[config.mk]
export PLATFORM = sky130hd
export DESIGN_NAME = gbm_mul
export DESIGN_NICKNAME = d
export VERILOG_FILES = /design/src/hdl/gbm_pkg.sv /design/src/hdl/gbm_mul.sv
export SDC_FILE = /design/constraint.sdc
export NUM_CORES = 2
export LEC_CHECK = 0
export BUFFER_PORTS_ARGS = -buffer_cell sky130_fd_sc_hd__buf_2
export CORE_ASPECT_RATIO = 0.7
export CORE_MARGIN = 10
export CORE_UTILIZATION = 60
export CTS_CLUSTER_DIAMETER = 120
export CTS_CLUSTER_SIZE = 12
export DETAILED_ROUTE_END_ITERATION = 6
export PLACE_DENSITY = 0.89
export SYNTH_ARGS = -nofsm -noshare
export SYNTH_HDL_FRONTEND = slang
export SYNTH_SLANG_ARGS = --single-unit
[constraint.sdc]
create_clock -name aclk -period 11.2 [get_ports aclk]
set_input_delay 2.24 -clock aclk [delete_from_list [all_inputs] [get_ports aclk]]
set_output_delay 2.24 -clock aclk [all_outputs]
set_load 0.02 [all_outputs]
[src/hdl/gbm_pkg.sv]
// Shared constants for the geometric Brownian motion step block.
// Used by gbm_mul, gbm_isqrt, gbm_sdiv and gbm_path_step; depends on nothing.
package gbm_pkg;

    // Field widths.
    localparam int VAL_W    = 48;
    localparam int TIME_W   = 32;
    localparam int DRIFT_W  = 32;
    localparam int VOL_W    = 31;
    localparam int SAMPLE_W = 16;

    // Configuration port.
    localparam int CFG_IDX_W  = 2;
    localparam int CFG_DATA_W = 32;
    localparam logic [CFG_IDX_W-1:0] CFG_DRIFT = 2'd0;
    localparam logic [CFG_IDX_W-1:0] CFG_VOL   = 2'd1;

    // Shared multiplier: 64 x 64 operands built from 32 x 32 partial products.
    localparam int OPND_W = 64;
    localparam int HALF_W = 32;
    localparam int PROD_W = 128;

    // Square root of dt: 56-bit radicand (dt in Q.24), 28-bit root (Q.12).
    localparam int RAD_W  = 56;
    localparam int ROOT_W = 28;

    // Series divider: divisor covers term indexes up to SERIES_TERMS.
    localparam int SERIES_TERMS = 20;
    localparam int DIV_W        = 5;
    localparam int DIV_BITS     = 8;   // quotient bits resolved per cycle

    // Range reduction by ln 2.
    localparam int U_W = 41;
    localparam int Q_W = 8;
    localparam logic [31:0]    LN2_Q32  = 32'd2977044472;
    localparam logic [Q_W-1:0] K_OFFSET = 8'd93;
    localparam logic [Q_W-1:0] K_SPLIT  = 8'd155;   // quotient at which k equals 62
    localparam logic [U_W-1:0] U_BIAS   = 41'(64'(LN2_Q32) * 64'(K_OFFSET));

    // Exponent limit, 64 in Q.32, and the exponent word width.
    localparam int E_W = 48;
    localparam logic signed [E_W-1:0] EXP_LIM = 48'sh0040_0000_0000;

    localparam logic [VAL_W-1:0] VAL_MAX = {VAL_W{1'b1}};

endpackage

[src/hdl/gbm_mul.sv]
// Shared 64 x 64 multiplier: one 32 x 32 partial product per cycle, accumulated.
// Depends on gbm_pkg.
module gbm_mul
    import gbm_pkg::*;
(
    input  logic              aclk,
    input  logic              aresetn,
    input  logic              start,
    input  logic [OPND_W-1:0] op_a,
    input  logic [OPND_W-1:0] op_b,
    output logic              done,
    output logic [PROD_W-1:0] prod
);

    logic [OPND_W-1:0] a_reg, b_reg;
    logic [1:0]        cnt_reg;
    logic              run_reg;
    logic [OPND_W-1:0] pp_reg;
    logic [1:0]        pp_idx_reg;
    logic              pp_vld_reg;
    logic [PROD_W-1:0] acc_reg;
    logic              done_reg;
    logic [HALF_W-1:0] a_half, b_half;
    logic [PROD_W-1:0] pp_shifted;

    // Pick the operand halves for the current partial product.
    assign a_half = cnt_reg[1] ? a_reg[OPND_W-1:HALF_W] : a_reg[HALF_W-1:0];
    assign b_half = cnt_reg[0] ? b_reg[OPND_W-1:HALF_W] : b_reg[HALF_W-1:0];

    // Weight of a partial product follows the sum of its half indexes.
    always_comb begin
        case (pp_idx_reg)
            2'd0:    pp_shifted = PROD_W'(pp_reg);
            2'd3:    pp_shifted = PROD_W'(pp_reg) << (2 * HALF_W);
            default: pp_shifted = PROD_W'(pp_reg) << HALF_W;
        endcase
    end

    // Issue partial products into a register, then accumulate them in the next cycle.
    always_ff @(posedge aclk) begin
        if (!aresetn) begin
            run_reg    <= 1'b0;
            pp_vld_reg <= 1'b0;
            done_reg   <= 1'b0;
            cnt_reg    <= 2'd0;
        end else begin
            done_reg   <= pp_vld_reg && (pp_idx_reg == 2'd3);
            pp_vld_reg <= run_reg;
            if (start) begin
                run_reg <= 1'b1;
                cnt_reg <= 2'd0;
            end else if (run_reg) begin
                cnt_reg <= cnt_reg + 2'd1;
                if (cnt_reg == 2'd3) begin
                    run_reg <= 1'b0;
                end
            end
        end
    end

    always_ff @(posedge aclk) begin
        if (start) begin
            a_reg   <= op_a;
            b_reg   <= op_b;
            acc_reg <= '0;
        end else if (pp_vld_reg) begin
            acc_reg <= acc_reg + pp_shifted;
        end
        pp_reg     <= OPND_W'(a_half) * OPND_W'(b_half);
        pp_idx_reg <= cnt_reg;
    end

    assign done = done_reg;
    assign prod = acc_reg;

endmodule

=== Word level (Yosys, flattened, before mapping) ===
Cells that the tools add are included.

* Bitwise gates (word level): 1
* $mul: 1
* Reductions and logical operators: 3
* $add $sub $neg: 2
* Multiplexer cells: 6
* Eq/ne operators: 2

{| class="wikitable"
|+ Operator list
! kind !! count
|-
| 128-bit case mux with 2 select lines || 1
|-
| 128-bit adder || 1
|-
| 32-bit by 32-bit multiplier with 64-bit output || 1
|-
| 32-bit 2-to-1 mux || 2
|-
| 2-bit equality test (second input constant) || 2
|-
| 1-bit 2-to-1 mux || 3
|-
| 2-bit by 1-bit adder with 2-bit output (second input constant) || 1
|-
| 2-bit zero test || 1
|-
| 2-bit OR reduction || 1
|-
| 1-bit logical AND || 1
|-
| 1-bit NOT || 1
|}

* Register bits: 327
* Logic and storage cells: 24
* Input port bits: 131

=== Depth between registers and ports, before layout ===
* Depth in word-level cells: 4
* Depth in mapped cells: 34
* Mapped depth without buffers: 30

=== Worst setup path after synthesis ===
OpenSTA, ideal clock, no wires.

* Kind: reg-to-reg
* From: register cnt_reg[1]
* To: register pp_reg[62]
* Data arrival time: 8.578 ns
* Data required time: 11.088 ns
* Period minus slack after synthesis: 8.690 ns
* Setup slack: 2.510 ns
* Stages on the path, launching flop included: 31
* Path through: dfxtp_1 > clkbuf_1 > clkbuf_1 > mux2i_1 > clkbuf_1 > nor2_1 > fa_1 > fa_1 > inv_1 > fa_1 > fa_1 > inv_1 > fa_1 > fa_1 > fa_1 > inv_1 > fa_1 > inv_1 > ha_1 > clkbuf_1 > a21o_1 > a21oi_1 > o21bai_1 > a31oi_1 > o21ai_0 > a221o_1 > a21oi_1 > o21ai_1 > a221o_1 > mux2i_1 > a2111oi_1

* Word-level cells in the longest chain between the ends: 2

{| class="wikitable"
|+ RTL lines
! item !! line !! text
|-
| start, declared || gbm_mul.sv:16 || <nowiki>logic [1:0] cnt_reg;</nowiki>
|-
| start signal, assigned || gbm_mul.sv:53 || <nowiki>cnt_reg <= cnt_reg + 2'd1;</nowiki>
|-
| 32-bit 2-to-1 mux || gbm_mul.sv:27 || <nowiki>assign a_half = cnt_reg[1] ? a_reg[OPND_W-1:HALF_W] : a_reg[HALF_W-1:0];</nowiki>
|-
| 32-bit by 32-bit multiplier with 64-bit output || gbm_mul.sv:69 || <nowiki>pp_reg <= OPND_W'(a_half) * OPND_W'(b_half);</nowiki>
|-
| end signal, assigned || gbm_mul.sv:69 ||
|-
| end, declared || gbm_mul.sv:18 || <nowiki>logic [OPND_W-1:0] pp_reg;</nowiki>
|}

Every way passes these cells.
A chain may end at the register's enable or synchronous reset.

=== Worst setup path after layout ===
* From: register cnt_reg[0]
* To: register pp_reg[62]

* Word-level cells in the longest chain between the ends: 2

{| class="wikitable"
|+ RTL lines
! item !! line !! text
|-
| 32-bit 2-to-1 mux || gbm_mul.sv:28 || <nowiki>assign b_half = cnt_reg[0] ? b_reg[OPND_W-1:HALF_W] : b_reg[HALF_W-1:0];</nowiki>
|-
| 32-bit by 32-bit multiplier with 64-bit output || gbm_mul.sv:69 ||
|}

Every way passes these cells.

==> impl_metrics.py <==
metrics = {
    "placed_design": {
        "hpwl_um": 157000,
        "gp_congestion": 1.10,
        "dpl_worst_slack_ps": 1350,
        "place_area_um2": 54700,
        "portBuffers": 259,
    },
    "worst_setup_path": {
        "worstPathMaxFanout": 40,
        "worstSetupEndpoint": "pp_reg[62]",
        "reg2reg_to": "pp_reg[62]",
        "crit_start": "cnt_reg[0]",
        "worstSetupStartpointType": "flip-flop",
        "worstPathArrival_ps": 10700,
        "crit_buf_inv": 6,
        "cp_slowest_cell": "dfxtp_4",
        "path_depth": 28,
        "r2r-start": "cnt_reg[0]",
        "crit_type": "reg2reg",
        "required_ps": 11730,
        "cp-end-kind": "flip-flop",
        "r2r_cells": 28,
        "crit_top_cell": "fa_1",
        "cpPeakStageDelay_ps": 820,
        "crit_family": "adder cells",
        "reg2reg_setup_slack_ps": 1030,
    },
    "grt": {
        "grt_pass1_wl_um": 286000,
        "grt_overflow": 0,
        "antenna_found_initial": 9,
        "grt_max_degree": 87,
        "grt_pass1_vias": 45226,
        "track_usage": 0.382,
    },
    "synthesis": {
        "syn-num-nets": 7359,
        "synthFlopType": "dfxtp_1",
        "avgSynthCellArea_um2": 8.81,
        "syn_area_um2": 52300,
        "yosysUniqueCellTypes": 93,
        "yosys_warnings": 0,
        "synth-edff-count": 128,
        "synth_seq_area_share": 0.150,
        "synthArstFlopShare": 0,
        "synthCells": 5938,
        "ys_ff_latch": 327,
    },
    "sta": {
        "hold_viol_final": 0,
        "slew_headroom": -0.00641,
        "layout_setup_ws_ps": 1030,
        "worst_pin_slew_ps": 1480,
        "skew_ps": 30.1,
        "finalCritPeriodShare": 0.908,
        "rsz0062_at_grt": "no",
        "clock.fmax_ghz": 0.0983,
        "setup_viol": 0,
        "report.final.slew_viol_count": 1,
        "period_minus_slack_ps": 10170,
        "fin_setup_tns_ps": 0,
    },
    "route": {
        "drt_iter0_markers": 6171,
        "via_count": 46228,
        "drt-pass1-iter-count": 7,
        "ant_nets": 0,
        "via_per_inst": 6.44,
        "drc": 0,
        "drt-total-wl_um": 195000,
        "wire_per_inst_um": 27.2,
    },
    "cts": {
        "cts_resized": 0,
        "cts_setup_buffers": 0,
        "clk_latency_ps": 670,
        "clk_path_buf_depth": 3,
        "ctsHtreeMaxLevel": 1,
        "path_clk_slew_ps": 90,
        "clock-root-buffer": "clkbuf_16",
        "cts_buffers": 31,
        "cts_tree": "yes",
        "hold_buffers": 0,
        "cts_sinks": 327,
    },
    "finish": {
        "synthToLayoutAreaGrowth_pct": 6.27,
        "final_area_um2": 55600,
        "utilization": 0.644,
        "fillCellCount": 6973,
        "drive_gt1_frac": 0.0877,
        "final_nets": 7426,
        "largest_reg_flops": 128,
        "final_common_cell": "inv_1",
        "final_cell_mix": "inv_1, fa_1, nor2_1",
    },
    "outcome": {
        "violations": "max-capacitance violations, max-slew violations",
        "status": "complete, but fails checks",
    },
    "min_path": {
        "min_path_type": "reg2reg",
        "whs_path_depth": 2,
    },
    "job": {
        "maxCapViolCount": 2,
    },
    "floorplanning": {
        "placementRows": 90,
        "core_um2": 86400,
        "fp.dieH_um": 267,
        "die_x_um": 373,
        "dieArea_um2": 99600,
        "start_util": 0.606,
        "pin_count": 260,
    },
}
[cell usage after synthesis, drive strengths merged, types with 4 or more instances]
cell / count / area [um^2]
inv: 901 / 3380
fa: 897 / 18000
nor2: 786 / 2950
nand2: 723 / 2720
ha: 393 / 4920
a21oi: 268 / 1360
clkbuf: 250 / 942
o21ai: 203 / 1020
dfxtp: 199 / 3980
edfxtp: 128 / 3840
a21o: 123 / 923
mux2i: 119 / 1190
xnor2: 99 / 867
nand4: 85 / 547
and2: 81 / 509
xor2: 67 / 587
mux2: 63 / 709
buf: 59 / 289
o21bai: 54 / 405
nand3: 47 / 235
nor3: 45 / 235
a22o: 34 / 298
o21a: 26 / 195
and3: 25 / 156
a211oi: 24 / 190
a31oi: 22 / 138
nor2b: 21 / 131
nand2b: 20 / 125
o31ai: 18 / 140
or3: 15 / 104
a21boi: 10 / 75.1
a221oi: 10 / 87.6
nor4: 10 / 77.6
or2: 10 / 62.6
o31a: 9 / 78.8
o211ai: 8 / 60.1
or4: 7 / 52.6
a41oi: 6 / 52.6
and4: 6 / 52.6
a211o: 5 / 43.8
a221o: 5 / 50.1
o41ai: 5 / 58.8
a2111oi: 4 / 48.8
[cell families (layout without fill, tap and decap cells)]
| family | Yosys count | after routing | synth area share |
|---|---|---|---|
| mux | 182 | 182 | 0.0363 |
| simple gates | 1892 | 1892 | 0.154 |
| xor+xnor | 166 | 166 | 0.0278 |
| compound gates | 870 | 870 | 0.107 |
| flops | 327 | 327 | 0.150 |
| buf+inv | 1211 | 1291 | 0.0882 |
| other cells | 0 | 11 | 0 |
| fa+ha+maj | 1290 | 1290 | 0.437 |
[worst min path at each step]
stage,startpoint,to
floorplan,cnt_reg[0],pp_idx_reg[0]
global placement,prod[98],prod[98]
detailed placement,prod[102],prod[102]
CTS,prod[102],prod[102]
global route,prod[102],prod[102]
finish,prod[102],prod[102]
[metrics by stage]
stage                     std cells  hold WS, ps
after floorplan                5938          354
after global placement         7122          464
after detailed placement       7122          475
after CTS                      7168          486
after global routing           7168          500
final                          7179          480
[layout make-up]
type,instances,area [um^2],share of cell area
Multi-Input combinational cell,4400,40100,0.721
Sequential cell,327,7840,0.141
Inverter,902,3390,0.0609
Timing Repair Buffer,343,1940,0.0348
Tap cell,1150,1440,0.0259
Clock buffer,44,835,0.0150
Clock inverter,2,28.8,0.000518
Antenna cell,11,27.5,0.000495
[metal layers]
layer	track usage	vias to the layer above	share of wire
met1	0.513	22680	0.38
li1	-	19076	-
met4	0.167	15	0.054
met2	0.516	3739	0.39
met5	0.00248	-	0.00091
met3	0.184	718	0.17
[tightest hold or removal path, stage by stage, from the launching register on]
cell and delay (ps):
dfxtp_1 330, nand2_1 50, o21ai_0 60
Power is left out: the tool's default activity adds up to more than one toggle a clock period on the data nets, which glitch-free logic cannot reach.
