===== src/hdl/gbm_pkg.sv =====
// Shared constants for the geometric Brownian motion step block.
// Used by gbm_mul, gbm_isqrt, gbm_sdiv and gbm_path_step; depends on nothing.
package gbm_pkg;

    // Field widths.
    localparam int VAL_W    = 48;
    localparam int TIME_W   = 32;
    localparam int DRIFT_W  = 32;
    localparam int VOL_W    = 31;
    localparam int SAMPLE_W = 16;

    // Configuration port.
    localparam int CFG_IDX_W  = 2;
    localparam int CFG_DATA_W = 32;
    localparam logic [CFG_IDX_W-1:0] CFG_DRIFT = 2'd0;
    localparam logic [CFG_IDX_W-1:0] CFG_VOL   = 2'd1;

    // Shared multiplier: 64 x 64 operands built from 32 x 32 partial products.
    localparam int OPND_W = 64;
    localparam int HALF_W = 32;
    localparam int PROD_W = 128;

    // Square root of dt: 56-bit radicand (dt in Q.24), 28-bit root (Q.12).
    localparam int RAD_W  = 56;
    localparam int ROOT_W = 28;

    // Series divider: divisor covers term indexes up to SERIES_TERMS.
    localparam int SERIES_TERMS = 20;
    localparam int DIV_W        = 5;
    localparam int DIV_BITS     = 8;   // quotient bits resolved per cycle

    // Range reduction by ln 2.
    localparam int U_W = 41;
    localparam int Q_W = 8;
    localparam logic [31:0]    LN2_Q32  = 32'd2977044472;
    localparam logic [Q_W-1:0] K_OFFSET = 8'd93;
    localparam logic [Q_W-1:0] K_SPLIT  = 8'd155;   // quotient at which k equals 62
    localparam logic [U_W-1:0] U_BIAS   = 41'(64'(LN2_Q32) * 64'(K_OFFSET));

    // Exponent limit, 64 in Q.32, and the exponent word width.
    localparam int E_W = 48;
    localparam logic signed [E_W-1:0] EXP_LIM = 48'sh0040_0000_0000;

    localparam logic [VAL_W-1:0] VAL_MAX = {VAL_W{1'b1}};

endpackage


===== src/hdl/gbm_sdiv.sv =====
// Divider of a 64-bit value by a small divisor, eight quotient bits per cycle.
// Depends on gbm_pkg.
module gbm_sdiv
    import gbm_pkg::*;
(
    input  logic              aclk,
    input  logic              aresetn,
    input  logic              start,
    input  logic [OPND_W-1:0] dividend,
    input  logic [DIV_W-1:0]  divisor,
    output logic              done,
    output logic [OPND_W-1:0] quotient
);

    localparam int STEPS = OPND_W / DIV_BITS;
    localparam int CNT_W = $clog2(STEPS);

    logic [OPND_W-1:0] quo_reg;
    logic [DIV_W-1:0]  rem_reg;
    logic [DIV_W-1:0]  dsr_reg;
    logic [CNT_W-1:0]  cnt_reg;
    logic              run_reg;
    logic              done_reg;
    logic [OPND_W-1:0] quo_next;
    logic [DIV_W-1:0]  rem_next;

    // Eight narrow restoring steps; the remainder stays below the divisor.
    always_comb begin
        logic [DIV_W:0] r6;
        quo_next = quo_reg;
        rem_next = rem_reg;
        for (int j = 0; j < DIV_BITS; j++) begin
            r6       = {rem_next, quo_next[OPND_W-1]};
            quo_next = quo_next << 1;
            if (r6 >= {1'b0, dsr_reg}) begin
                r6          = r6 - {1'b0, dsr_reg};
                quo_next[0] = 1'b1;
            end
            rem_next = r6[DIV_W-1:0];
        end
    end

    always_ff @(posedge aclk) begin
        if (!aresetn) begin
            run_reg  <= 1'b0;
            done_reg <= 1'b0;
            cnt_reg  <= '0;
        end else begin
            done_reg <= 1'b0;
            if (start) begin
                run_reg <= 1'b1;
                cnt_reg <= CNT_W'(STEPS - 1);
            end else if (run_reg) begin
                cnt_reg <= cnt_reg - 1'b1;
                if (cnt_reg == '0) begin
                    run_reg  <= 1'b0;
                    done_reg <= 1'b1;
                end
            end
        end
    end

    always_ff @(posedge aclk) begin
        if (start) begin
            quo_reg <= dividend;
            rem_reg <= '0;
            dsr_reg <= divisor;
        end else if (run_reg) begin
            quo_reg <= quo_next;
            rem_reg <= rem_next;
        end
    end

    assign done     = done_reg;
    assign quotient = quo_reg;

endmodule


===== config.mk =====
export PLATFORM = sky130hd
export DESIGN_NAME = gbm_sdiv
export DESIGN_NICKNAME = d
export VERILOG_FILES = /design/src/hdl/gbm_pkg.sv /design/src/hdl/gbm_sdiv.sv
export SDC_FILE = /design/constraint.sdc
export NUM_CORES = 1
export LEC_CHECK = 0
export BUFFER_PORTS_ARGS = -buffer_cell sky130_fd_sc_hd__buf_2
export CORE_MARGIN = 2
export CORE_UTILIZATION = 40
export CTS_CLUSTER_DIAMETER = 60
export DETAILED_ROUTE_END_ITERATION = 12
export SLEW_MARGIN = 10
export SYNTH_ARGS = -nofsm -noshare
export SYNTH_HDL_FRONTEND = slang
export SYNTH_SLANG_ARGS = --single-unit
export TNS_END_PERCENT = 5

===== constraint.sdc =====
create_clock -name aclk -period 17.35 [get_ports aclk]
set_input_delay 2.6025 -clock aclk [delete_from_list [all_inputs] [get_ports aclk]]
set_output_delay 2.6025 -clock aclk [all_outputs]
set_load 0.005 [all_outputs]

=== Word level (Yosys, flattened, before mapping) ===
Index checks and enable logic that the tools add are counted.

* Reductions and logical operators: 3
* Multiplexer cells: 24
* Magnitude comparators: 8
* Add/subtract/negate cells: 9
* Bitwise gates (word level): 2

{| class="wikitable"
|+ Operators with widths
! kind !! number
|-
| $mux 64 || 2
|-
| $ge 6x5->1 || 8
|-
| $mux 5 || 8
|-
| $sub 5x5->5 || 8
|-
| $mux 1 || 12
|-
| $mux 3 || 2
|-
| $logic_not 3->1 || 1
|-
| $reduce_or 3->1 || 1
|-
| $sub 3x1->3 const B || 1
|-
| $not 1->1 || 2
|-
| $reduce_bool 2->1 || 1
|}

* Flip-flop bits (word level): 79
* Logic and storage cells: 52
* Output and inout port bits: 65

=== Longest topological paths before layout ===
* Depth after elaboration: 18
* Depth in mapped cells: 79
* Gate-level depth less buffers: 73

=== Worst setup path before layout ===
Ideal clock, no wire load.

* Kind: reg-to-reg
* Start point: register dsr_reg[1]
* End point: register quo_reg[0] (netlist: quotient[0]), data pin
* Setup slack: 3.196 ns
* Period minus slack after synthesis: 14.154 ns
* Buffers on the path: 5
* Cell stages (with the launch flop): 75
* Arrival time: 13.894 ns
* Setup time: 0.260 ns
* Required time: 17.090 ns
* Cells stage by stage: edfxtp_1 > inv_1 > fa_1 > a21oi_1 > nor2_1 > nor2_1 > nor2_1 > a21o_1 > inv_1 > fa_1 > nand2b_1 > o2bb2ai_1 > a21oi_1 > nor3_2 > mux2i_1 > inv_1 > fa_1 > nor2b_1 > [39 not listed] > a21boi_0 > o21ai_0 > nand2b_1 > a21oi_1 > and3_1 > clkbuf_1 > or2_1 > buf_2 > o21ai_0 > ha_1 > a21o_1 > a21oi_1 > nor2b_1 > o21ai_0 > nand2b_1 > a31oi_1 > nand2_1 > mux2_2

* Longest elaborated chain between the ends: 18
* Elaborated cells on any way between the ends: 25

{| class="wikitable"
|+ Ends and longest elaborated chain
! element !! RTL line !! RTL
|-
| start, declared || gbm_sdiv.sv:20 || <nowiki>logic [DIV_W-1:0] dsr_reg;</nowiki>
|-
| start signal, assigned || gbm_sdiv.sv:67 || <nowiki>dsr_reg <= divisor;</nowiki>
|-
| $sub 5x5->5 or $ge 6x5->1 (tied branches) || gbm_sdiv.sv:36, gbm_sdiv.sv:35 ||
|-
| $mux 5 || gbm_sdiv.sv:35 || <nowiki>if (r6 >= {1'b0, dsr_reg}) begin</nowiki>
|-
| $sub 5x5->5 or $ge 6x5->1 (tied branches) || gbm_sdiv.sv:36, gbm_sdiv.sv:35 ||
|-
| $mux 5 || gbm_sdiv.sv:35 ||
|-
| $sub 5x5->5 or $ge 6x5->1 (tied branches) || gbm_sdiv.sv:36, gbm_sdiv.sv:35 ||
|-
| $mux 5 || gbm_sdiv.sv:35 ||
|-
| $sub 5x5->5 or $ge 6x5->1 (tied branches) || gbm_sdiv.sv:36, gbm_sdiv.sv:35 ||
|-
| $mux 5 || gbm_sdiv.sv:35 ||
|-
| [2 not listed] || -- ||
|-
| $sub 5x5->5 or $ge 6x5->1 (tied branches) || gbm_sdiv.sv:36, gbm_sdiv.sv:35 ||
|-
| $mux 5 || gbm_sdiv.sv:35 ||
|-
| $sub 5x5->5 or $ge 6x5->1 (tied branches) || gbm_sdiv.sv:36, gbm_sdiv.sv:35 ||
|-
| $mux 5 || gbm_sdiv.sv:35 ||
|-
| $ge 6x5->1 * || gbm_sdiv.sv:35 ||
|-
| $mux 1 * || gbm_sdiv.sv:35 ||
|-
| $mux 64 * || gbm_sdiv.sv:68 || <nowiki>end else if (run_reg) begin</nowiki>
|-
| $mux 64 * || gbm_sdiv.sv:64 || <nowiki>if (start) begin</nowiki>
|-
| end signal, assigned || gbm_sdiv.sv:65 || <nowiki>quo_reg <= dividend;</nowiki>
|-
| end signal, assigned || gbm_sdiv.sv:69 || <nowiki>quo_reg <= quo_next;</nowiki>
|-
| end, declared || gbm_sdiv.sv:18 || <nowiki>logic [OPND_W-1:0] quo_reg;</nowiki>
|}

Mark *: on every way between the ends. The rest lies on a longest branch, timed or not. The select of a mux whose other input is x is not followed.
A chain may end at the register's enable or synchronous reset.

=== Final worst setup path ===
Same ends and word-level chain as after synthesis.

==> summary.txt <==
Synth
  – YS warnings: 0
  – Seq/Total Area, Yosys: 40.4%
  – Syn Area/Cell: 11.0 sq um
  – Yosys reg bits: 79
  – Unique masters post-synth: 66
  – Top-count cell post-synth: edfxtp_1
  – Post-synth EDFFs: 69
  – Ys async rst share: 0%
  – Syn nets: 633
  – Post-synth top area share: 36.8%
  – Synth Cell Area: 5630 sq um
  – Syn Inst Count: 511
  – Synth area leader: edfxtp_1
  – Largest cells by area after synthesis: edfxtp_1, mux2_2, ha_1
  – Top cells by instance count after synthesis: edfxtp_1, mux2_2, ha_1
  – Post-synth top flop: edfxtp_1

Clock tree
  – CTS Sinks: 79
  – Clock Latency Late Sink: 0.33 ns
  – # hold bufs at CTS: 0
  – Max H-tree Level: 3
  – Root Driver: clkbuf_16
  – Clock-pin transition on the worst setup and hold timing paths: 0.06 ns
  – CTS tree: built
  – Number of CTS-inserted buffers: 9
  – Clock tree buffer depth: 2

Critical path
  – Worst Setup End Kind: flip-flop
  – Data arrival, critical path: 16.04 ns
  – Buf/Inv on CP: 6
  – Crit path max-delay cell type: inv_1
  – Largest stage delay, worst path: 0.49 ns
  – Required @ worst endpoint: 17.44 ns
  – Critical Path Most Common Cell: a21oi_1
  – Setup CP Type: reg2reg
  – CP startpoint kind: flip-flop
  – Worst-path maximum fanout: 14
  – Cell family with most CP delay: compound AO/OA/AOI/OAI gates

Floorplanning
  – Core ar.: 13,800 sq um
  – Die X: 123 microns
  – Initial Util: 40.7%
  – Die H: 123 microns
  – Rows: 43
  – I/O pins: 137
  – Die area: 15,000 sq um

GRT
  – Largest net degree at the start of global routing: 73
  – Congestion Overflow GR: 0
  – Vias in the first global route: 4,538
  – First-pass GRT wire length: 23.3 mm
  – Initial antenna violation count: 1
  – GRT Resource Usage Total: 20.5%

Final layout
  – Fin nets: 772
  – Layout fillers: 1,279
  – Layout cell share with drive strength beyond 1: 36.8%
  – Max reg flops: 64
  – Syn-to-layout area delta: 20.6%

Detailed routing
  – Initial DRC Count: 287
  – Drt first pass iters: 5
  – Via count: 4,477
  – Post-route ant nets: 0
  – Final WL: 15.1 mm
  – # DRC: 0
  – Via density: 5.36
  – WL/cell: 18.0 microns

STA
  – RSZ-0062 raised after global routing: false
  – Worst-Margin Slew: 0.927 ns
  – WHS: 0.519 ns
  – Slew margin rel.: 38.2%
  – Final setup viols: 0
  – FMAX: 0.0627 GHz
  – Setup tns final: 0 ns
  – Post-layout min period: 15.96 ns
  – Final cycle utilization of the critical path: 92.0%
  – Final hold violations: 0
  – Fin Clk Skew: 0.00567 ns
  – Final Max Tran Viols: 0

Hold path
  – Hold WC Path Type: reg2reg

Outcome
  – Outcome: complete, no violations

Place
  – IO buf count: 136
  – Routability Congestion: 0.887
  – HPWL after DPL: 11.3 mm

Job
  – Max Cap Violations: 0
==> metrics by stage <==
step | util [%] | worst slack (ns) | std cells | cell area, sq um
after global placement | 46.7 | 1.41 | 812 | 6460
final | 49.1 | 1.39 | 836 | 6780
after detailed placement | 46.7 | 0.885 | 812 | 6460
after global routing | 49.0 | 0.0527 | 835 | 6780
after floorplan | - | 3.20 | 511 | 5630
after CTS | 48.7 | 0.818 | 828 | 6730
==> logic make-up (layout without fill, tap and decap cells) <==
| family | count (synthesis) | in the layout | share of synthesized area, % |
|---|---|---|---|
| fa+ha+maj | 50 | 50 | 12.2 |
| xor+xnor | 25 | 25 | 3.89 |
| buf+inv | 58 | 202 | 4.27 |
| simple gates | 111 | 111 | 10.7 |
| compound gates | 114 | 114 | 14.0 |
| other cells | 0 | 1 | 0 |
| mux | 74 | 74 | 14.6 |
| flops | 79 | 79 | 40.4 |
==> final timing paths <==
check	start	depth (start not counted)	to	slack, ns
setup / recovery	dsr_reg[1]$_DFFE_PP_	68	quotient[0]$_DFFE_PP_	1.39
hold / removal	rem_reg[3]$_SDFFE_PP0P_	2	rem_reg[3]$_SDFFE_PP0P_	0.52
setup reg to reg	dsr_reg[1]$_DFFE_PP_	68	quotient[0]$_DFFE_PP_	1.39
hold reg to reg	rem_reg[3]$_SDFFE_PP0P_	2	rem_reg[3]$_SDFFE_PP0P_	0.52
==> per-layer routing <==
layer / share of wire (%) / GRT usage, % / vias up
li1: - / - / 2188
met1: 46 / 26.9 / 2129
met2: 46 / 32.5 / 143
met3: 6.2 / 5.25 / 17
met4: 2.3 / 8.26 / 0
met5: 0 / 0 / -
==> cells in the final DEF (no fill, tap or decap), types with 13 or more instances in the layout <==
cell / instances
xnor2_1: 14
edfxtp_1: 69
ha_1: 42
nor2_1: 30
nand2_1: 19
inv_1: 40
o21ai_0: 18
buf_2: 135
mux2_2: 64
a21oi_1: 28
a21o_1: 13
==> timing repair <==
| action | CTS | global route |
|---|---|---|
| setup buffers | 0 | 7 |
| resized for setup | 0 | 2 |
| setup endpoints to repair | 0 | 6 |
==> worst reg2reg max path, delay by kind of cell, from the launching register on <==
family / cells / cell delay [ns]
and+or+nand+nor: 20 / 3.98
adders and majority gates: 8 / 3.05
buffers and inverters: 6 / 0.94
DFF: 1 / 0.47
muxes: 4 / 1.39
AOI/OAI and AO/OA: 30 / 5.85
==> layout make-up <==
class / instances / area (sq um) / area share [%]
Antenna cell: 1 / 2.50 / 0.0369
Inverter: 41 / 154 / 2.27
Clock buffer: 9 / 225 / 3.32
Tap cell: 180 / 225 / 3.32
Clock inverter: 7 / 40.0 / 0.590
Timing Repair Buffer: 145 / 751 / 11.1
Sequential cell: 79 / 2270 / 33.5
Multi-Input combinational cell: 374 / 3110 / 45.9
Power is not shown: default switching activity piles up to over one toggle a cycle in this logic, so the estimate is an artifact.
