--- src/hdl/gbm_pkg.sv ---
// Shared constants for the geometric Brownian motion step block.
// Used by gbm_mul, gbm_isqrt, gbm_sdiv and gbm_path_step; depends on nothing.
package gbm_pkg;

    // Field widths.
    localparam int VAL_W    = 48;
    localparam int TIME_W   = 32;
    localparam int DRIFT_W  = 32;
    localparam int VOL_W    = 31;
    localparam int SAMPLE_W = 16;

    // Configuration port.
    localparam int CFG_IDX_W  = 2;
    localparam int CFG_DATA_W = 32;
    localparam logic [CFG_IDX_W-1:0] CFG_DRIFT = 2'd0;
    localparam logic [CFG_IDX_W-1:0] CFG_VOL   = 2'd1;

    // Shared multiplier: 64 x 64 operands built from 32 x 32 partial products.
    localparam int OPND_W = 64;
    localparam int HALF_W = 32;
    localparam int PROD_W = 128;

    // Square root of dt: 56-bit radicand (dt in Q.24), 28-bit root (Q.12).
    localparam int RAD_W  = 56;
    localparam int ROOT_W = 28;

    // Series divider: divisor covers term indexes up to SERIES_TERMS.
    localparam int SERIES_TERMS = 20;
    localparam int DIV_W        = 5;
    localparam int DIV_BITS     = 8;   // quotient bits resolved per cycle

    // Range reduction by ln 2.
    localparam int U_W = 41;
    localparam int Q_W = 8;
    localparam logic [31:0]    LN2_Q32  = 32'd2977044472;
    localparam logic [Q_W-1:0] K_OFFSET = 8'd93;
    localparam logic [Q_W-1:0] K_SPLIT  = 8'd155;   // quotient at which k equals 62
    localparam logic [U_W-1:0] U_BIAS   = 41'(64'(LN2_Q32) * 64'(K_OFFSET));

    // Exponent limit, 64 in Q.32, and the exponent word width.
    localparam int E_W = 48;
    localparam logic signed [E_W-1:0] EXP_LIM = 48'sh0040_0000_0000;

    localparam logic [VAL_W-1:0] VAL_MAX = {VAL_W{1'b1}};

endpackage

--- src/hdl/gbm_isqrt.sv ---
// Integer square root, two radicand bits per cycle (digit by digit).
// Depends on gbm_pkg.
module gbm_isqrt
    import gbm_pkg::*;
(
    input  logic              aclk,
    input  logic              aresetn,
    input  logic              start,
    input  logic [RAD_W-1:0]  radicand,
    output logic              done,
    output logic [ROOT_W-1:0] root
);

    localparam int REM_W = ROOT_W + 2;
    localparam int CNT_W = $clog2(ROOT_W);

    logic [RAD_W-1:0]  rad_reg;
    logic [REM_W-1:0]  rem_reg;
    logic [ROOT_W-1:0] root_reg;
    logic [CNT_W-1:0]  cnt_reg;
    logic              run_reg;
    logic              done_reg;
    logic [REM_W+1:0]  rem_sh;
    logic [REM_W+1:0]  trial;
    logic              ge;

    // One restoring step: bring down two bits and try root*4+1.
    assign rem_sh = {rem_reg, rad_reg[RAD_W-1:RAD_W-2]};
    assign trial  = {2'b00, root_reg, 2'b01};
    assign ge     = rem_sh >= trial;

    always_ff @(posedge aclk) begin
        if (!aresetn) begin
            run_reg  <= 1'b0;
            done_reg <= 1'b0;
            cnt_reg  <= '0;
        end else if (start) begin
            run_reg  <= 1'b1;
            done_reg <= 1'b0;
            cnt_reg  <= CNT_W'(ROOT_W - 1);
        end else if (run_reg) begin
            cnt_reg <= cnt_reg - 1'b1;
            if (cnt_reg == '0) begin
                run_reg  <= 1'b0;
                done_reg <= 1'b1;
            end
        end
    end

    always_ff @(posedge aclk) begin
        if (start) begin
            rad_reg  <= radicand;
            rem_reg  <= '0;
            root_reg <= '0;
        end else if (run_reg) begin
            rad_reg  <= rad_reg << 2;
            rem_reg  <= REM_W'(ge ? rem_sh - trial : rem_sh);
            root_reg <= {root_reg[ROOT_W-2:0], ge};
        end
    end

    assign done = done_reg;
    assign root = root_reg;

endmodule

--- config.mk ---
export PLATFORM = sky130hd
export DESIGN_NAME = gbm_isqrt
export DESIGN_NICKNAME = d
export VERILOG_FILES = /design/src/hdl/gbm_pkg.sv /design/src/hdl/gbm_isqrt.sv
export SDC_FILE = /design/constraint.sdc
export NUM_CORES = 1
export LEC_CHECK = 0
export CELL_PAD_IN_SITES_DETAIL_PLACEMENT = 2
export CELL_PAD_IN_SITES_GLOBAL_PLACEMENT = 2
export CORE_MARGIN = 2
export CORE_UTILIZATION = 35
export CTS_BUF_LIST = sky130_fd_sc_hd__clkbuf_16
export CTS_CLUSTER_DIAMETER = 150
export CTS_CLUSTER_SIZE = 20
export DETAILED_ROUTE_END_ITERATION = 16
export DONT_BUFFER_PORTS = 1
export HOLD_SLACK_MARGIN = 0.03
export PLACE_DENSITY_LB_ADDON = 0.2
export SLEW_MARGIN = 5
export SYNTH_ARGS = -nofsm -noshare
export SYNTH_HDL_FRONTEND = slang
export SYNTH_SLANG_ARGS = --single-unit
--- constraint.sdc ---
create_clock -name aclk -period 5.61 [get_ports aclk]
set_input_delay 0.561 -clock aclk [delete_from_list [all_inputs] [get_ports aclk]]
set_output_delay 0.561 -clock aclk [all_outputs]
set_load 0.02 [all_outputs]
# After elaboration in Yosys (flattened, before gate mapping)
# Index checks and enable logic that the tools add are counted.
# Widths: inputs -> output; s select.
[word_totals] reg_bits=121 inputBits=59 out_inout_bits=29 wordCells=23
[classes] add_sub_neg=2 n_lt_le_gt_ge=1 mux=8 bitwise_logic=1 n_reduce_logical=4
[op_table] op="$mux 56" n=2
[op_table] op="$ge 32x30->1" n=1
[op_table] op="$mux 30" n=1
[op_table] op="$sub 30x30->30" n=1
[op_table] op="$mux 5" n=2
[op_table] op="$logic_not 5->1" n=1
[op_table] op="$sub 5x1->5 const B" n=1
[op_table] op="$mux 1" n=3
[op_table] op="$reduce_and 2->1" n=1
[op_table] op="$reduce_bool 2->1" n=1
[op_table] op="$reduce_or 2->1" n=1
[op_table] op="$not 1->1" n=1

# Depth between registers and ports, before layout
# Gate-level depths: netlist (run 1).
[logic_depth] word_depth=4 ltp_mapped=13 ltp_nobuf=11

# Worst setup path before layout (run 1)
# No wires, ideal clock.
[synth_timing] path_kind="register to register" from="reg root_reg[0], in the netlist root[0]" to="reg rem_reg[29]" setup_time_ns=0.117 arrival_time_ns=2.708 t_required_ns=5.493 path_slack_ns=2.785 stages_incl_launch_ff=12 path_buffers=0 synth_period_minus_slack_ns=2.825 path_cell_list="dfxtp_1 -> inv_1 -> ha_1 -> or3_1 -> o2bb2ai_2 -> o31ai_4 -> a31oi_4 -> o311ai_4 -> a31oi_1 -> mux2_1 -> mux2_2 -> a22o_1"
[synth_via] elab_chain_cells=2 elab_cells_between_ends=3 cone_classes="add/sub (1); order compare (1); mux (1)"
[synth_lines] item="start: declaration" line="gbm_isqrt.sv:19" rtl="logic [ROOT_W-1:0] root_reg;"
[synth_lines] item="start signal: assignment" line="gbm_isqrt.sv:58" rtl="root_reg <= {root_reg[ROOT_W-2:0], ge};"
[synth_lines] item="$sub 30x30->30 / $ge 32x30->1 (equally long branches)" line="gbm_isqrt.sv:57, gbm_isqrt.sv:30"
[synth_lines] item="$mux 30 *" line="gbm_isqrt.sv:57" rtl="rem_reg <= REM_W'(ge ? rem_sh - trial : rem_sh);"
[synth_lines] item="end signal: assignment" line="gbm_isqrt.sv:57"
[synth_lines] item="end: declaration" line="gbm_isqrt.sv:18" rtl="logic [REM_W-1:0] rem_reg;"
# Mark *: on every way between the ends. The rest lies on a longest branch, timed or not.
# A chain may end at the register's enable or synchronous reset.

# Worst setup path in the final report (run 1)
[layout_timing] from="reg root_reg[17], in the netlist root[17]" to="reg rem_reg[29]"
# Same word-level chain as after synthesis.

==> impl_metrics.env, run 1 <==
export IMPL_vias=4804
export IMPL_io_buffers=0
export IMPL_p_leak_nw=2.84
export IMPL_place_gp_congestion=0.768
export IMPL_wire_per_inst_um=18.7
export IMPL_setup_viol=0
export IMPL_p_sw_frac=0.414
export IMPL_grt_busiest_layer="met2"
export IMPL_grt_use_met1=0.204
export IMPL_finalHoldViolCount=0
export IMPL_n_antenna_cell=0
export IMPL_wirelength_mm=16.6
export IMPL_finalNetCount=732
export IMPL_dp_hpwl_mm=11.5
export IMPL_syn_area_mm2=0.00665
export IMPL_hold_class="input pin to register"
export IMPL_crit_required_ns=5.93
export IMPL_initial_utilization=0.356
export IMPL_switching_power_mw=1.78
export IMPL_cts_buffer_depth=2
export IMPL_max_slew_margin_rel=0.411
export IMPL_period_needed_ns=3.46
export IMPL_combPwrFrac=0.479
export IMPL_ctsHoldBuffers=0
export IMPL_synthTopCellsByArea="edfxtp_1 25%, dfxtp_1 20%, mux2_2 9.5%, ha_1 6.0%, mux2i_1 5.3%"
export IMPL_drv_slew=0
export IMPL_drcViolationCount=0
export IMPL_pwr_share_clk=0.255
export IMPL_max_cap_violations=0
export IMPL_ir_drop_mv=0.262
export IMPL_die_w_um=142
export IMPL_first_pass_iters=4
export IMPL_synth_ff_type="dfxtp_1"
export IMPL_pwr_share_seq=0.266
export IMPL_period_share=0.617
export IMPL_synth_area_per_cell_um2=10.2
export IMPL_grt_remaining_overflow=0
export IMPL_clkSinkCount=121
export IMPL_die_h_um=142
export IMPL_p_int_mw=2.53
export IMPL_antenna_found_initial=0
export IMPL_async_flop_share=0
export IMPL_post_cts_resized=0
export IMPL_viasPerCell=5.41
export IMPL_h_tree_depth=4
export IMPL_fin_ws_ns=2.15
export IMPL_tritoncts="yes"
export IMPL_syn_nets=744
export IMPL_coreArea_mm2=0.0186
export IMPL_grt_start_max_net_pins=118
export IMPL_clk_latency_ns=0.43
export IMPL_critPathCaptureType="register"
export IMPL_critical_path_class="register to register"
export IMPL_syn_inst=653
export IMPL_startpoint_type="register"
export IMPL_cts_made_buffers=17
export IMPL_yosysTopAreaCell="edfxtp_1"
export IMPL_grt_pass1_vias=5480
export IMPL_ys_seq_area_frac=0.449
export IMPL_status="completed"
export IMPL_synth_seq_cells=121
export IMPL_met2_usage=0.308
export IMPL_final_setup_skew_ns=0.00934
export IMPL_tns_ns=0
export IMPL_yosys_area_top_type_share=0.253
export IMPL_cp_arrival_ns=3.78
export IMPL_clk_pin_slew_worst_paths_ns=0.06
export IMPL_grt_use_met3=0.0580
export IMPL_ys_types=61
export IMPL_max_freq_mhz=289
export IMPL_fill_cells=1984
export IMPL_rsz0062_at_grt="no"
export IMPL_seq_area_mm2=0.00299
export IMPL_dpl_worst_slack_ns=2.18
export IMPL_post_cts_buffers=0
export IMPL_grt_total_usage=0.178
export IMPL_drt_iter0_drc=172
export IMPL_largest_reg_flops=56
export IMPL_p_per_area_mw_per_mm2=582
export IMPL_worst_pin_slew_ns=0.884
export IMPL_die_area_mm2=0.0201
export IMPL_cts_root_buf="clkbuf_16"
export IMPL_ys_warn_count=0
export IMPL_num_rows=50
export IMPL_grt_pass1_wl_mm=28.0
export IMPL_ios=88
export IMPL_syn_to_final_growth_pct=11.5
export IMPL_drive_gt1_frac=0.167
export IMPL_postRouteAntennaNets=0
export IMPL_synth_enable_flop_cells=56
export IMPL_path_max_fanout=28
export IMPL_multiInputGateArea_mm2=0.00337
-- synth_stat cells (all sizes together) (8+ instances only) --
library cell  count
clkbuf           27
mux2             58
a21oi            49
inv              41
buf               8
nor3              8
xor2             12
a21o              9
a211oi           17
mux2i            35
o21ai            24
ha               32
nand2            33
edfxtp           56
o21a              9
dfxtp            65
nor2             81
xnor2            12
-- power by group through the flow --
stage          combinational [mW]  sequential [mW]  clock (mW)
2_1_floorplan                1.64             1.13           0
3_3_place_gp                 1.98             1.16           0
3_5_place_dp                 2.07             1.17           0
4_1_cts                      2.09             1.15        1.14
5_1_grt                      2.31             1.17        1.17
6_report                     2.07             1.15        1.10
-- path summary, 6_finish.rpt --
path	endpoint	depth (start not counted)	start	slack, ns
max	rem_reg[29]	11	root[17]	2.15
min	root[2]	1	start	0.23
max reg2reg	rem_reg[29]	11	root[17]	2.15
min reg2reg	rem_reg[29]	1	rem_reg[29]	0.48
-- cell families after synthesis --
group,Yosys count,synth area share
buffers and inverters,76,0.0446
DFF,121,0.449
adders and majority gates,32,0.0603
AOI/OAI and AO/OA,150,0.159
xor gates and xnor gates,24,0.0316
muxes,93,0.151
and+or+nand+nor,157,0.105
-- area by class of cell --
cell class / count / area share
Timing Repair Buffer: 4 / 0.00405
Multi-Input combinational cell: 456 / 0.454
Clock buffer: 17 / 0.0574
Tap cell: 234 / 0.0395
Clock inverter: 15 / 0.0208
Inverter: 41 / 0.0208
Sequential cell: 121 / 0.403
-- layer usage --
metal  routed length (um)  up-vias  share of wire
met1                 7140     2371           0.43
met2                 8270       84           0.50
li1                     -     2330              -
met3                  916       19          0.055
met5                    0        -              0
met4                  240        0          0.014
-- layout by cell type (no fill, tap or decap), drive strengths merged, types with 2 or more instances in the layout --
cell type,n
nand2b,5
dfxtp,65
a311oi,5
edfxtp,56
o22ai,2
nor3,8
o211a,2
a21oi,49
a211o,2
o21ai,24
a31oi,7
clkbuf,17
mux2i,35
a22oi,2
o21a,9
ha,32
nand2,33
and3,4
buf,4
o31ai,5
nand3,5
nor2,81
a211oi,17
clkinv,3
nand4,5
and2,2
a21o,9
xor2,12
or3,3
o21bai,6
inv,51
a221oi,2
nor2b,5
mux2,58
xnor2,12
-- critical path, cell delays in order, from the launching register on --
cell	delay, ns
dfxtp_1	0.49
inv_1	0.08
ha_1	0.39
a21oi_1	0.25
o21ai_1	0.13
a31oi_1	0.30
o21a_1	0.19
a21oi_2	0.07
a211oi_4	0.42
buf_4	0.45
mux2_2	0.38
a22o_1	0.19
-- through the flow --
| step | hold slack (ns) | std cells | power, mW | area (um^2) | utilization |
|---|---|---|---|---|---|
| 2_1_floorplan | 0.443 | 653 | 2.76 | 6650 | - |
| 3_3_place_gp | 0.458 | 856 | 3.15 | 6830 | 0.366 |
| 3_5_place_dp | 0.468 | 856 | 3.24 | 6830 | 0.366 |
| 4_1_cts | 0.182 | 888 | 4.38 | 7410 | 0.397 |
| 5_1_grt | 0.185 | 888 | 4.64 | 7410 | 0.397 |
| 6_report | 0.231 | 888 | 4.31 | 7410 | 0.397 |
Note: power is estimated with default switching activity, not from simulation.
==> run 2, diff against run 1 <==
- clock period: 5.61 -> 3.1 ns (I/O delays scaled with it)
==> run 2 against run 1 <==
  * Sequential share of layout area down 1.5 points
  * Clock skew is 0.00055 ns higher
  * Global-route usage decreased by 0.54 points
  * Register-to-register slack worse by 1.9 ns
  * Hold slack worse by 0.17 ns
  * Power increased by 82%
  * Fmax is 21% higher
  * Critical path type unchanged
  * Largest power group unchanged
  * Highest routed layer unchanged
==> impl_metrics.env, run 2 (synthesized netlist as in run 1, its figures left out) <==
export IMPL_cts_root_buf="clkbuf_16"
export IMPL_dp_hpwl_mm=11.4
export IMPL_io_buffers=0
export IMPL_h_tree_depth=4
export IMPL_reg2reg_setup_slack_ns=0.24
export IMPL_cp_endpoint="rem_reg[29]"
export IMPL_die_w_um=142
export IMPL_num_rows=50
export IMPL_die_h_um=142
export IMPL_cp_arrival_ns=3.16
export IMPL_combPwrFrac=0.497
export IMPL_pwr_share_seq=0.261
export IMPL_finalNetCount=764
export IMPL_largest_reg_flops=56
export IMPL_crit_required_ns=3.40
export IMPL_worst_pin_slew_ns=0.996
export IMPL_grt_busiest_layer="met2"
export IMPL_rsz0062_at_grt="no"
export IMPL_cp_startpoint="root[0]"
export IMPL_max_freq_mhz=350
export IMPL_place_gp_congestion=0.838
export IMPL_final_setup_skew_ns=0.00989
export IMPL_coreArea_mm2=0.0186
export IMPL_p_per_area_mw_per_mm2=1020
export IMPL_tritoncts="yes"
export IMPL_die_area_mm2=0.0201
export IMPL_drv_slew=0
export IMPL_max_slew_margin_rel=0.334
export IMPL_n_antenna_cell=0
export IMPL_critPathCaptureType="register"
export IMPL_path_max_fanout=4
export IMPL_ir_drop_mv=0.469
export IMPL_clkSinkCount=121
export IMPL_startpoint_type="register"
export IMPL_clk_pin_slew_worst_paths_ns=0.06
export IMPL_p_sw_frac=0.400
export IMPL_grt_total_usage=0.172
export IMPL_hold_class="input pin to register"
export IMPL_grt_pass1_vias=5458
export IMPL_post_cts_buffers=0
export IMPL_r2r_end="rem_reg[29]"
export IMPL_initial_utilization=0.356
export IMPL_period_share=0.921
export IMPL_p_int_mw=4.71
export IMPL_finalHoldViolCount=0
export IMPL_viasPerCell=5.32
export IMPL_status="completed"
export IMPL_wire_per_inst_um=17.9
export IMPL_antenna_found_initial=0
export IMPL_ios=88
export IMPL_tns_ns=0
export IMPL_grt_use_met3=0.0550
export IMPL_grt_pass1_wl_mm=27.7
export IMPL_rr_startpoint="root[0]"
export IMPL_multiInputGateArea_mm2=0.00337
export IMPL_critical_path_class="register to register"
export IMPL_cts_made_buffers=17
export IMPL_setup_viol=0
export IMPL_whs_ns=0.0572
export IMPL_p_leak_nw=3.03
export IMPL_grt_start_max_net_pins=67
export IMPL_switching_power_mw=3.15
export IMPL_rr_worst_depth=11
export IMPL_met2_usage=0.306
export IMPL_syn_to_final_growth_pct=15.7
export IMPL_layout_common_cells="81 x nor2_1, 64 x dfxtp_1, 56 x mux2_2, 56 x edfxtp_1, 47 x a21oi_1"
export IMPL_vias=4893
export IMPL_drive_gt1_frac=0.203
export IMPL_clk_latency_ns=0.42
export IMPL_fill_cells=1959
export IMPL_max_cap_violations=0
export IMPL_drt_iter0_drc=125
export IMPL_postRouteAntennaNets=0
export IMPL_final_common_cell="nor2_1"
export IMPL_grt_use_met1=0.201
export IMPL_grt_remaining_overflow=0
export IMPL_pwr_share_clk=0.242
export IMPL_wirelength_mm=16.5
export IMPL_first_pass_iters=4
export IMPL_drcViolationCount=0
export IMPL_cts_buffer_depth=2
export IMPL_seq_area_mm2=0.00299
export IMPL_period_needed_ns=2.86
## run 2: changes by cell type in the layout (fill, tap and decap cells not counted), sizes merged
cell | previous run | this run
buf | 4 | 34
inv | 51 | 48
dlygate4sd3 | 0 | 2
clkinv | 3 | 6
## run 2: layout make-up
type	instances	share of cell area
clock inverter	15	0.0184
tap	234	0.0381
multi-input combinational	456	0.438
sequential	121	0.389
clock buffer	17	0.0553
timing repair buffer	36	0.0417
inverter	41	0.0200
## run 2: routing by layer
layer / vias up / share of wire / wire length [um]
met5: - / 0 / 0
met4: 0 / 0.0094 / 155
met3: 12 / 0.051 / 838
met2: 80 / 0.50 / 8270
met1: 2399 / 0.44 / 7190
li1: 2402 / - / -
## run 2: metrics by stage
step           worst slack (ns)  cell area (um^2)   util  power [mW]  cells
6_report                  0.244              7690  0.412        7.86    920
5_1_grt                  0.0248              7690  0.412        8.46    920
4_1_cts                   0.208              7680  0.412        7.99    919
3_5_place_dp              0.207              7070  0.379        5.99    885
3_3_place_gp              0.313              7070  0.379        5.88    885
2_1_floorplan             0.275              6650      -        5.00    653
## run 2: what timing repair did
item                                    CTS  global route
hold endpoints to repair                 53             1
endpoints found under the setup margin    0             2
resized for setup                         0             1
hold buffers                              2             1
## run 2: worst min path at each step
stage,end,depth (start not counted),startpoint
after detailed placement,root[3],1,start
after global placement,root[25],1,start
final,cnt_reg[2],2,aresetn
after floorplan,cnt_reg[1],1,aresetn
after CTS,cnt_reg[4],1,aresetn
after global routing,run_reg,2,start
## run 2: worst max-delay path, stage by stage, from the launching register on
cell and delay (ns):
dfxtp_1 0.33, inv_1 0.05, ha_1 0.23, or3_1 0.39, o2bb2ai_2 0.26, o31ai_4 0.12, a31oi_4 0.23, o311ai_4 0.13
a31oi_1 0.21, mux2_1 0.34, mux2_2 0.28, a22o_1 0.20
## run 2: power groups by stage
stage | registers, mW | logic [mW] | clock network [mW]
after floorplan | 2.04 | 2.96 | 0
after global placement | 2.08 | 3.80 | 0
after detailed placement | 2.08 | 3.90 | 0
after CTS | 2.05 | 3.96 | 1.97
after global routing | 2.09 | 4.34 | 2.03
final | 2.05 | 3.90 | 1.90
